### config.mk
export PLATFORM = sky130hd
export DESIGN_NAME = grid_pattern_lock
export DESIGN_NICKNAME = d
export VERILOG_FILES = /design/src/rtl/gpl_pkg.sv /design/src/rtl/gpl_cell_map.sv /design/src/rtl/gpl_key_ring.sv /design/src/rtl/grid_pattern_lock.sv
export VERILOG_INCLUDE_DIRS = /design/src /design/src/rtl
export SDC_FILE = /design/constraint.sdc
export NUM_CORES = 1
export LEC_CHECK = 0
export CORE_MARGIN = 2
export CORE_UTILIZATION = 40
export CTS_BUF_LIST = sky130_fd_sc_hd__clkbuf_2
export DETAILED_ROUTE_END_ITERATION = 8
export DONT_BUFFER_PORTS = 1
export REMOVE_ABC_BUFFERS = 1
export SYNTH_ARGS = -nofsm -noshare
export SYNTH_HDL_FRONTEND = slang
export SYNTH_SLANG_ARGS = --single-unit
### constraint.sdc
create_clock -name clock -period 3.68 [get_ports clock]
set_input_delay 0.184 -clock clock [delete_from_list [all_inputs] [get_ports clock]]
set_output_delay 0.184 -clock clock [all_outputs]
set_load 0.05 [all_outputs]
### src/rtl/grid_pattern_lock_macros.svh
// ---------------------------------------------------------------------------
// grid_pattern_lock assertion macros
// Concurrent assertion wrappers. Bodies are empty when SYNTH is defined.
// ---------------------------------------------------------------------------
`ifndef GRID_PATTERN_LOCK_MACROS_SVH
`define GRID_PATTERN_LOCK_MACROS_SVH
`ifndef SYNTH
// check prop at every clock edge outside of reset
`define GPL_ASSERT(label, clk, rst, prop, msg) \
   label: assert property (@(posedge clk) disable iff (rst) (prop)) else $error(msg);
// check that cond at one edge implies prop at the next edge
`define GPL_ASSERT_NEXT(label, clk, rst, cond, prop, msg) \
   label: assert property (@(posedge clk) disable iff (rst) (cond) |=> (prop)) else $error(msg);
`else
`define GPL_ASSERT(label, clk, rst, prop, msg)
`define GPL_ASSERT_NEXT(label, clk, rst, cond, prop, msg)
`endif
`endif

### src/rtl/gpl_pkg.sv
// ---------------------------------------------------------------------------
// gpl_pkg
// Shared constants, operation and cause codes and types of grid_pattern_lock.
// ---------------------------------------------------------------------------
`default_nettype none

package gpl_pkg;

   localparam int KEY_COUNT_DEFAULT   = 9;
   localparam int SIDE_PIXELS_DEFAULT = 768;

   localparam int OP_W     = 3;
   localparam int CAUSE_W  = 2;
   localparam int CELL_W   = 4;
   localparam int PIXEL_W  = 10;
   localparam int GRID_CELLS = 9;

   // operation codes of a request
   localparam logic [OP_W-1:0] OP_PRIMARY_CLICK = 3'd0;
   localparam logic [OP_W-1:0] OP_OTHER_CLICK   = 3'd1;
   localparam logic [OP_W-1:0] OP_ESCAPE_KEY    = 3'd2;
   localparam logic [OP_W-1:0] OP_OTHER_KEY     = 3'd3;
   localparam logic [OP_W-1:0] OP_CLOSE         = 3'd4;

   // finish causes
   localparam logic [CAUSE_W-1:0] CAUSE_NONE  = 2'd0;
   localparam logic [CAUSE_W-1:0] CAUSE_QUIT  = 2'd1;
   localparam logic [CAUSE_W-1:0] CAUSE_MATCH = 2'd2;

   // ring entry that holds no cell
   localparam logic [CELL_W-1:0] EMPTY_CELL = 4'hF;

   // configuration register indexes
   localparam logic REG_COMBINATION_CODE = 1'b0;

   typedef struct packed {
      logic advance;   // a live event is being processed this cycle
      logic write;     // the event appends a cell to the ring
   } ring_ctrl_type;

endpackage

`default_nettype wire

### src/rtl/gpl_cell_map.sv
// ---------------------------------------------------------------------------
// gpl_cell_map
// Maps a pointer position to a 3x3 grid cell, column plus three times row.
// ---------------------------------------------------------------------------
`default_nettype none

module gpl_cell_map #(
   parameter int SIDE_PIXELS = gpl_pkg::SIDE_PIXELS_DEFAULT
) (
   input  wire logic [gpl_pkg::PIXEL_W-1:0] pointer_x,
   input  wire logic [gpl_pkg::PIXEL_W-1:0] pointer_y,
   output logic      [gpl_pkg::CELL_W-1:0]  cell_index
);

   localparam int CMP_W   = 13;
   localparam int CELL_PX = SIDE_PIXELS / 3;

   localparam logic [CMP_W-1:0] EDGE_ONE = CMP_W'(CELL_PX);
   localparam logic [CMP_W-1:0] EDGE_TWO = CMP_W'(2 * CELL_PX);

   logic [CMP_W-1:0] x_ext;
   logic [CMP_W-1:0] y_ext;
   logic [1:0]       col;
   logic [1:0]       row;

   assign x_ext = CMP_W'(pointer_x);
   assign y_ext = CMP_W'(pointer_y);

   // saturate at the last column and row
   always_comb begin
      if (x_ext >= EDGE_TWO) begin
         col = 2'd2;
      end else if (x_ext >= EDGE_ONE) begin
         col = 2'd1;
      end else begin
         col = 2'd0;
      end
      if (y_ext >= EDGE_TWO) begin
         row = 2'd2;
      end else if (y_ext >= EDGE_ONE) begin
         row = 2'd1;
      end else begin
         row = 2'd0;
      end
   end

   assign cell_index = {1'b0, row, 1'b0} + {2'b00, row} + {2'b00, col};

endmodule

`default_nettype wire

### src/rtl/gpl_key_ring.sv
// ---------------------------------------------------------------------------
// gpl_key_ring
// Shift line of the last KEY_COUNT cells, oldest at entry 0, with a
// parallel compare against the combination code.
// ---------------------------------------------------------------------------
`default_nettype none

module gpl_key_ring #(
   parameter int KEY_COUNT = gpl_pkg::KEY_COUNT_DEFAULT
) (
   input  wire logic                                  clock,
   input  wire logic                                  reset,
   input  wire gpl_pkg::ring_ctrl_type                ctrl,
   input  wire logic [gpl_pkg::CELL_W-1:0]            new_cell,
   input  wire logic [gpl_pkg::CELL_W*KEY_COUNT-1:0]  code,
   output logic                                       match
);

   logic [gpl_pkg::CELL_W-1:0] ring_ff [KEY_COUNT];
   logic [gpl_pkg::CELL_W-1:0] ring_in [KEY_COUNT];
   logic [KEY_COUNT-1:0]       entry_eq;

   // ring contents after this event's write
   always_comb begin
      for (int i = 0; i < KEY_COUNT; i++) begin
         if (ctrl.write) begin
            ring_in[i] = (i == KEY_COUNT - 1) ? new_cell : ring_ff[(i + 1) % KEY_COUNT];
         end else begin
            ring_in[i] = ring_ff[i];
         end
      end
   end

   always_comb begin
      for (int i = 0; i < KEY_COUNT; i++) begin
         entry_eq[i] = (ring_in[i] == code[i*gpl_pkg::CELL_W +: gpl_pkg::CELL_W]);
      end
   end

   assign match = &entry_eq;

   always_ff @(posedge clock) begin
      if (reset) begin
         for (int i = 0; i < KEY_COUNT; i++) begin
            ring_ff[i] <= gpl_pkg::EMPTY_CELL;
         end
      end else if (ctrl.advance) begin
         // empty the ring on a match
         for (int i = 0; i < KEY_COUNT; i++) begin
            ring_ff[i] <= match ? gpl_pkg::EMPTY_CELL : ring_in[i];
         end
      end
   end

endmodule

`default_nettype wire

### src/rtl/grid_pattern_lock.sv
// ---------------------------------------------------------------------------
// grid_pattern_lock
// Pattern combination lock: primary clicks on a 3x3 grid feed a ring that
// is compared with a configured code after every event.
// ---------------------------------------------------------------------------
// Channel   Direction  Handshake            Payload
// req_      in         req_valid/req_ready  operation, pointer_x, pointer_y
// rsp_      out        rsp_valid/rsp_ready  locked, finished, finish_cause,
//                                           cell_recorded, cell_index
// csr_      in         APB, pready high     combination_code at address 0
//
// One request per cycle while responses are taken. An accepted request is
// held in the input register; its response is valid once it has moved into
// the result register.
// Grid mapping, ring write and the KEY_COUNT nibble compares are
// combinational between the two registers.
// Reset is synchronous and clears state, ring, code and both valid flags.
// A stalled response holds the result register; the input register then
// holds its request and req_ready drops.
// ---------------------------------------------------------------------------
`default_nettype none

`include "grid_pattern_lock_macros.svh"

module grid_pattern_lock #(
   parameter int KEY_COUNT   = gpl_pkg::KEY_COUNT_DEFAULT,
   parameter int SIDE_PIXELS = gpl_pkg::SIDE_PIXELS_DEFAULT,
   localparam int CODE_W     = gpl_pkg::CELL_W * KEY_COUNT,
   localparam int CSR_DATA_W = (CODE_W > 32) ? 64 : 32,
   localparam int CSR_ADDR_W = (CSR_DATA_W == 64) ? 4 : 3
) (
   input  wire logic                          clock,
   input  wire logic                          reset,

   input  wire logic                          req_valid,
   output logic                               req_ready,
   input  wire logic [gpl_pkg::OP_W-1:0]      req_operation,
   input  wire logic [gpl_pkg::PIXEL_W-1:0]   req_pointer_x,
   input  wire logic [gpl_pkg::PIXEL_W-1:0]   req_pointer_y,

   output logic                               rsp_valid,
   input  wire logic                          rsp_ready,
   output logic                               rsp_locked,
   output logic                               rsp_finished,
   output logic [gpl_pkg::CAUSE_W-1:0]        rsp_finish_cause,
   output logic                               rsp_cell_recorded,
   output logic [gpl_pkg::CELL_W-1:0]         rsp_cell_index,

   input  wire logic                          psel,
   input  wire logic                          penable,
   input  wire logic                          pwrite,
   input  wire logic [CSR_ADDR_W-1:0]         paddr,
   input  wire logic [CSR_DATA_W-1:0]         pwdata,
   output logic [CSR_DATA_W-1:0]              prdata,
   output logic                               pready
);

   // configuration
   logic              code_sel;
   logic [CODE_W-1:0] code_ff;

   assign code_sel = (paddr[CSR_ADDR_W-1] == gpl_pkg::REG_COMBINATION_CODE);
   assign pready   = 1'b1;
   assign prdata   = code_sel ? CSR_DATA_W'(code_ff) : '0;

   always_ff @(posedge clock) begin
      if (reset) begin
         code_ff <= '0;
      end else if (psel && penable && pwrite && pready && code_sel) begin
         code_ff <= pwdata[CODE_W-1:0];
      end
   end

   // input register
   logic                          in_valid_ff;
   logic [gpl_pkg::OP_W-1:0]      in_op_ff;
   logic [gpl_pkg::PIXEL_W-1:0]   in_x_ff;
   logic [gpl_pkg::PIXEL_W-1:0]   in_y_ff;
   logic                          out_free;
   logic                          in_advance;

   assign out_free   = !rsp_valid || rsp_ready;
   assign in_advance = in_valid_ff && out_free;
   assign req_ready  = !in_valid_ff || in_advance;

   always_ff @(posedge clock) begin
      if (reset) begin
         in_valid_ff <= 1'b0;
      end else if (req_ready) begin
         in_valid_ff <= req_valid;
      end
   end

   always_ff @(posedge clock) begin
      if (req_valid && req_ready) begin
         in_op_ff <= req_operation;
         in_x_ff  <= req_pointer_x;
         in_y_ff  <= req_pointer_y;
      end
   end

   // event decode
   logic                          armed_ff;
   logic                          done_ff;
   logic                          armed_in;
   logic                          done_in;
   logic                          live;
   logic                          is_primary;
   logic                          arm_now;
   logic                          quit;
   logic                          matched;
   logic                          ring_match;
   logic [gpl_pkg::CELL_W-1:0]    grid_cell;
   gpl_pkg::ring_ctrl_type        ring_ctrl;
   logic [gpl_pkg::CAUSE_W-1:0]   cause;

   assign live       = in_advance && !done_ff;
   assign is_primary = (in_op_ff == gpl_pkg::OP_PRIMARY_CLICK);
   assign arm_now    = live && is_primary && !armed_ff;
   assign quit       = live && ((in_op_ff == gpl_pkg::OP_CLOSE) ||
                                ((in_op_ff == gpl_pkg::OP_ESCAPE_KEY) && !armed_ff));

   assign ring_ctrl.advance = live;
   assign ring_ctrl.write   = live && is_primary && armed_ff;

   gpl_cell_map #(
      .SIDE_PIXELS (SIDE_PIXELS)
   ) u_cell_map (
      .pointer_x  (in_x_ff),
      .pointer_y  (in_y_ff),
      .cell_index (grid_cell)
   );

   gpl_key_ring #(
      .KEY_COUNT (KEY_COUNT)
   ) u_key_ring (
      .clock    (clock),
      .reset    (reset),
      .ctrl     (ring_ctrl),
      .new_cell (grid_cell),
      .code     (code_ff),
      .match    (ring_match)
   );

   assign matched  = live && ring_match;
   // a match disarms and wins over a quit on the same event
   assign armed_in = matched ? 1'b0 : (armed_ff || arm_now);
   assign done_in  = done_ff || quit || matched;

   always_comb begin
      if (matched) begin
         cause = gpl_pkg::CAUSE_MATCH;
      end else if (quit) begin
         cause = gpl_pkg::CAUSE_QUIT;
      end else begin
         cause = gpl_pkg::CAUSE_NONE;
      end
   end

   always_ff @(posedge clock) begin
      if (reset) begin
         armed_ff <= 1'b0;
         done_ff  <= 1'b0;
      end else if (in_advance) begin
         armed_ff <= armed_in;
         done_ff  <= done_in;
      end
   end

   // result register
   logic                        rsp_valid_ff;
   logic                        rsp_locked_ff;
   logic                        rsp_finished_ff;
   logic [gpl_pkg::CAUSE_W-1:0] rsp_cause_ff;
   logic                        rsp_recorded_ff;
   logic [gpl_pkg::CELL_W-1:0]  rsp_cell_ff;

   always_ff @(posedge clock) begin
      if (reset) begin
         rsp_valid_ff <= 1'b0;
      end else if (out_free) begin
         rsp_valid_ff <= in_valid_ff;
      end
   end

   always_ff @(posedge clock) begin
      if (in_advance) begin
         rsp_locked_ff   <= armed_in;
         rsp_finished_ff <= done_in;
         rsp_cause_ff    <= cause;
         rsp_recorded_ff <= ring_ctrl.write;
         rsp_cell_ff     <= ring_ctrl.write ? grid_cell : '0;
      end
   end

   assign rsp_valid         = rsp_valid_ff;
   assign rsp_locked        = rsp_locked_ff;
   assign rsp_finished      = rsp_finished_ff;
   assign rsp_finish_cause  = rsp_cause_ff;
   assign rsp_cell_recorded = rsp_recorded_ff;
   assign rsp_cell_index    = rsp_cell_ff;

   // assertions
   `GPL_ASSERT_NEXT(a_done_sticky, clock, reset, done_ff, done_ff, "finished state cleared")
   `GPL_ASSERT(a_match_fields, clock, reset, !(rsp_valid && rsp_finish_cause == gpl_pkg::CAUSE_MATCH) || (rsp_finished && !rsp_locked), "match result not finished and unlocked")
   `GPL_ASSERT(a_cell_range, clock, reset, !(rsp_valid && rsp_cell_recorded) || (rsp_cell_index < gpl_pkg::CELL_W'(gpl_pkg::GRID_CELLS)), "recorded cell outside the grid")
   `GPL_ASSERT(a_ring_write_armed, clock, reset, !ring_ctrl.write || armed_ff, "ring written while disarmed")

endmodule

`default_nettype wire
==> results.cfg <==
[routing]
post_drt_wl_per_cell_um = 18.1
avgViaCountPerCell = 5.36
finalWirelength_um = 14700
drc = 0
dr.pass1.iters = 5
drt_iter0_markers = 272
vias = 4339
postRouteAntennaNets = 0

[timing]
final_max_slew_viol_count = 0
fin_crit_ps = 3550
finalCritPeriodShare_pct = 96.5
setup_slack_ps = 130
hold_viol = 0
setup_violations = 0
max_freq_mhz = 282
worst_pin_slew_ps = 1170
relSlewSlack_pct = 22.2
clock_skew_ps = 18.1

[cts]
clkTransAtPathRegs_ps = 240
clockRootBuffer = clkbuf_2
cts_buffers = 9
clock_sink_count = 92
cts_tree = done
clock_latency_ps = 550
htreeDepth = 3
cts_buffer_depth = 2

[synth]
syn_area_um2 = 5070
synth-seq-cells = 92
synth_warnings = 0
synth_edf_count = 52
ys_seq_area_share_pct = 46.6
ys_types = 44
synthTopCellsByArea = edfxtp_1 (31%), dfxtp_1 (16%), nand2_1 (10%), a21oi_1 (4.5%), buf_4 (4.3%)
synth_commonest_cells = nand2_1 (137), edfxtp_1 (52), a21oi_1 (46), dfxtp_1 (40), inv_1 (37)
synthDominantCellAreaShare_pct = 30.8
synthArstFlopShare_pct = 0
avgSynthCellArea_um2 = 8.57
synth_flop_cell = edfxtp_1
synth_cells = 591
synth_most_common_cell = nand2_1
synth_area_leader_cell = edfxtp_1

[grt]
grt_pass1_wl_um = 22600
grt_pass1_vias = 4196
grt_max_degree = 43
grt_remaining_overflow = 0
grtUsageTotal_pct = 22.1
antenna_found_initial = 0

[power_and_ir_drop]
power.total_uw = 1820
cellPowerDensity_nw_per_um2 = 317
irDropWorstVdd_mv = 0.178
leakagePower_uw = 0.00217

[placement]
dpl_cell_area_um2 = 5130
dp.cells = 742
port_buffers = 0
post-place-ws_ps = 47.0
gp_congestion = 0.979
hpwlAfterDp_um = 10200

[critical_path]
end_kind = flip-flop
path_delay_family = adder cells
cp_data_arrival_time_ps = 3970
cp-start-kind = flip-flop
cp_slowest_cell = edfxtp_1
cp_num_buf_inv = 4
path_cells = or2_2, ha_1, ha_1, inv_1, fa_1, nand2_1, o2111ai_1, a2111oi_2, nand4_1, a211oi_2, buf_4, nand4_1, buf_4, clkbuf_4, nand3_1
cp_slowest_stage_delay_ps = 440
path_class = flip-flop to flip-flop
required_ps = 4100
critical_path_peak_fanout = 10

[cells_and_area]
fill_cells = 1230
syn_to_final_growth_pct = 13.6
stdcell_area_um2 = 5760
multiInputGateArea_um2 = 2320
drive_above_1_share_pct = 6.59
final_nets = 734
final_cells = 809
final_core_util_pct = 46.0
regArea_um2 = 2360
antennaDiodeCount = 0

[die]
die-width_um = 117
fp.coreArea_um2 = 12500
die_h_um = 117
rows = 41
pin_count = 174
initial_utilization_pct = 40.5
die_area_um2 = 13600

[worst_hold_path]
hold_path_class = input pin to flip-flop

[outcome]
status = complete, no violations

[flow_run]
cap_violations = 0
[layout make-up]
cell class | instances | area share, %
Inverter | 38 | 2.48
Tap cell | 172 | 3.74
Timing Repair Buffer | 64 | 10.6
Clock buffer | 10 | 0.869
Sequential cell | 92 | 41.0
Multi-Input combinational cell | 427 | 40.4
Clock inverter | 6 | 0.935
[what timing repair did]
action | CTS | global route
hold endpoints to repair | 69 | 0
cloned | 0 | 1
hold buffers | 48 | 0
endpoints found under the setup margin | 4 | 41
pin swaps | 0 | 1
setup buffers | 0 | 2
resized for setup | 0 | 6
[worst min-delay path, stage by stage]
cell,delay [ps]
nor2_2,30
buf_4,200
nand4_1,100
[cells in the final DEF (no fill, tap or decap), types with 4 or more instances in the layout]
master and instances:
dfxtp_1 40, mux2i_1 5, edfxtp_1 52, o221ai_1 4, inv_1 37, nand2b_1 9, nand4_1 32, buf_4 13
clkbuf_2 10, o2111ai_1 4, nor2_1 34, xor2_1 17, and2_1 6, nor2b_1 23, a22o_1 5, nor3_1 4
dlygate4sd3_1 48, nand3_1 10, nor4_1 9, a21oi_1 46, o22ai_1 20, nand2_1 137, conb_1 29
[logic make-up (layout without fill, tap and decap cells)]
kind of cell             count (synthesis)  after routing  share of synthesized area [%]
AO/OA/AOI/OAI                           95             95                           12.2
XOR/XNOR                                20             20                           3.46
flip-flops                              92             92                           46.6
adder cells (fa/ha/maj)                  4              4                           1.14
buffers and inverters                   99            118                           9.76
multiplexers                             5              5                          0.988
other                                    2             29                          0.148
AND/OR/NAND/NOR                        274            274                           25.7
[where the power goes]
| part | leakage, uW | internal [uW] | total [uW] | switching, uW |
|---|---|---|---|---|
| Sequential | 0.000733 | 1110 | 1140 | 31.7 |
| Combinational | 0.00137 | 48.7 | 196 | 147 |
| Clock | 0.0000711 | 154 | 491 | 337 |
| Total | 0.00217 | 1310 | 1820 | 516 |
[sequential cells by signal, indices dropped and copies added, names as in the netlist]
signal              flops
code_ff                36
in_y_ff                 2
rsp_valid               1
done_ff                 1
rsp_cell_index          4
in_x_ff                 2
u_key_ring.ring_ff     36
rsp_locked              1
rsp_finished            1
in_valid_ff             1
in_op_ff                3
armed_ff                1
rsp_finish_cause        2
rsp_cell_recorded       1
[final timing paths]
| check | slack [ps] | depth (start not counted) | endpoint | start |
|---|---|---|---|---|
| worst min register to register | 630 | 2 | u_key_ring.ring_ff[0][3] | u_key_ring.ring_ff[0][3] |
| worst max register to register | 130 | 15 | u_key_ring.ring_ff[0][20] | in_y_ff[9] |
| worst min-delay path | 70 | 3 | u_key_ring.ring_ff[0][10] | reset |
| worst max-delay path | 130 | 15 | u_key_ring.ring_ff[0][20] | in_y_ff[9] |
[through the flow]
step / setup TNS [ps] / hold slack [ps]
after floorplan: -7130 / 249
after global placement: 0 / 257
after detailed placement: 0 / 261
after CTS: -38.1 / 12.8
after global routing: -29.0 / 5.08
final: 0 / 70.0
[layer usage]
metal	routed length, um	GRT usage [%]	vias to the layer above	part of all wire [%]
li1	-	-	2062	-
met1	6520	30.4	2077	44
met2	6880	34.7	174	47
met3	941	4.26	26	6.4
met4	318	8.31	0	2.2
met5	0	0	-	0
(Power assumes the default switching activity.)
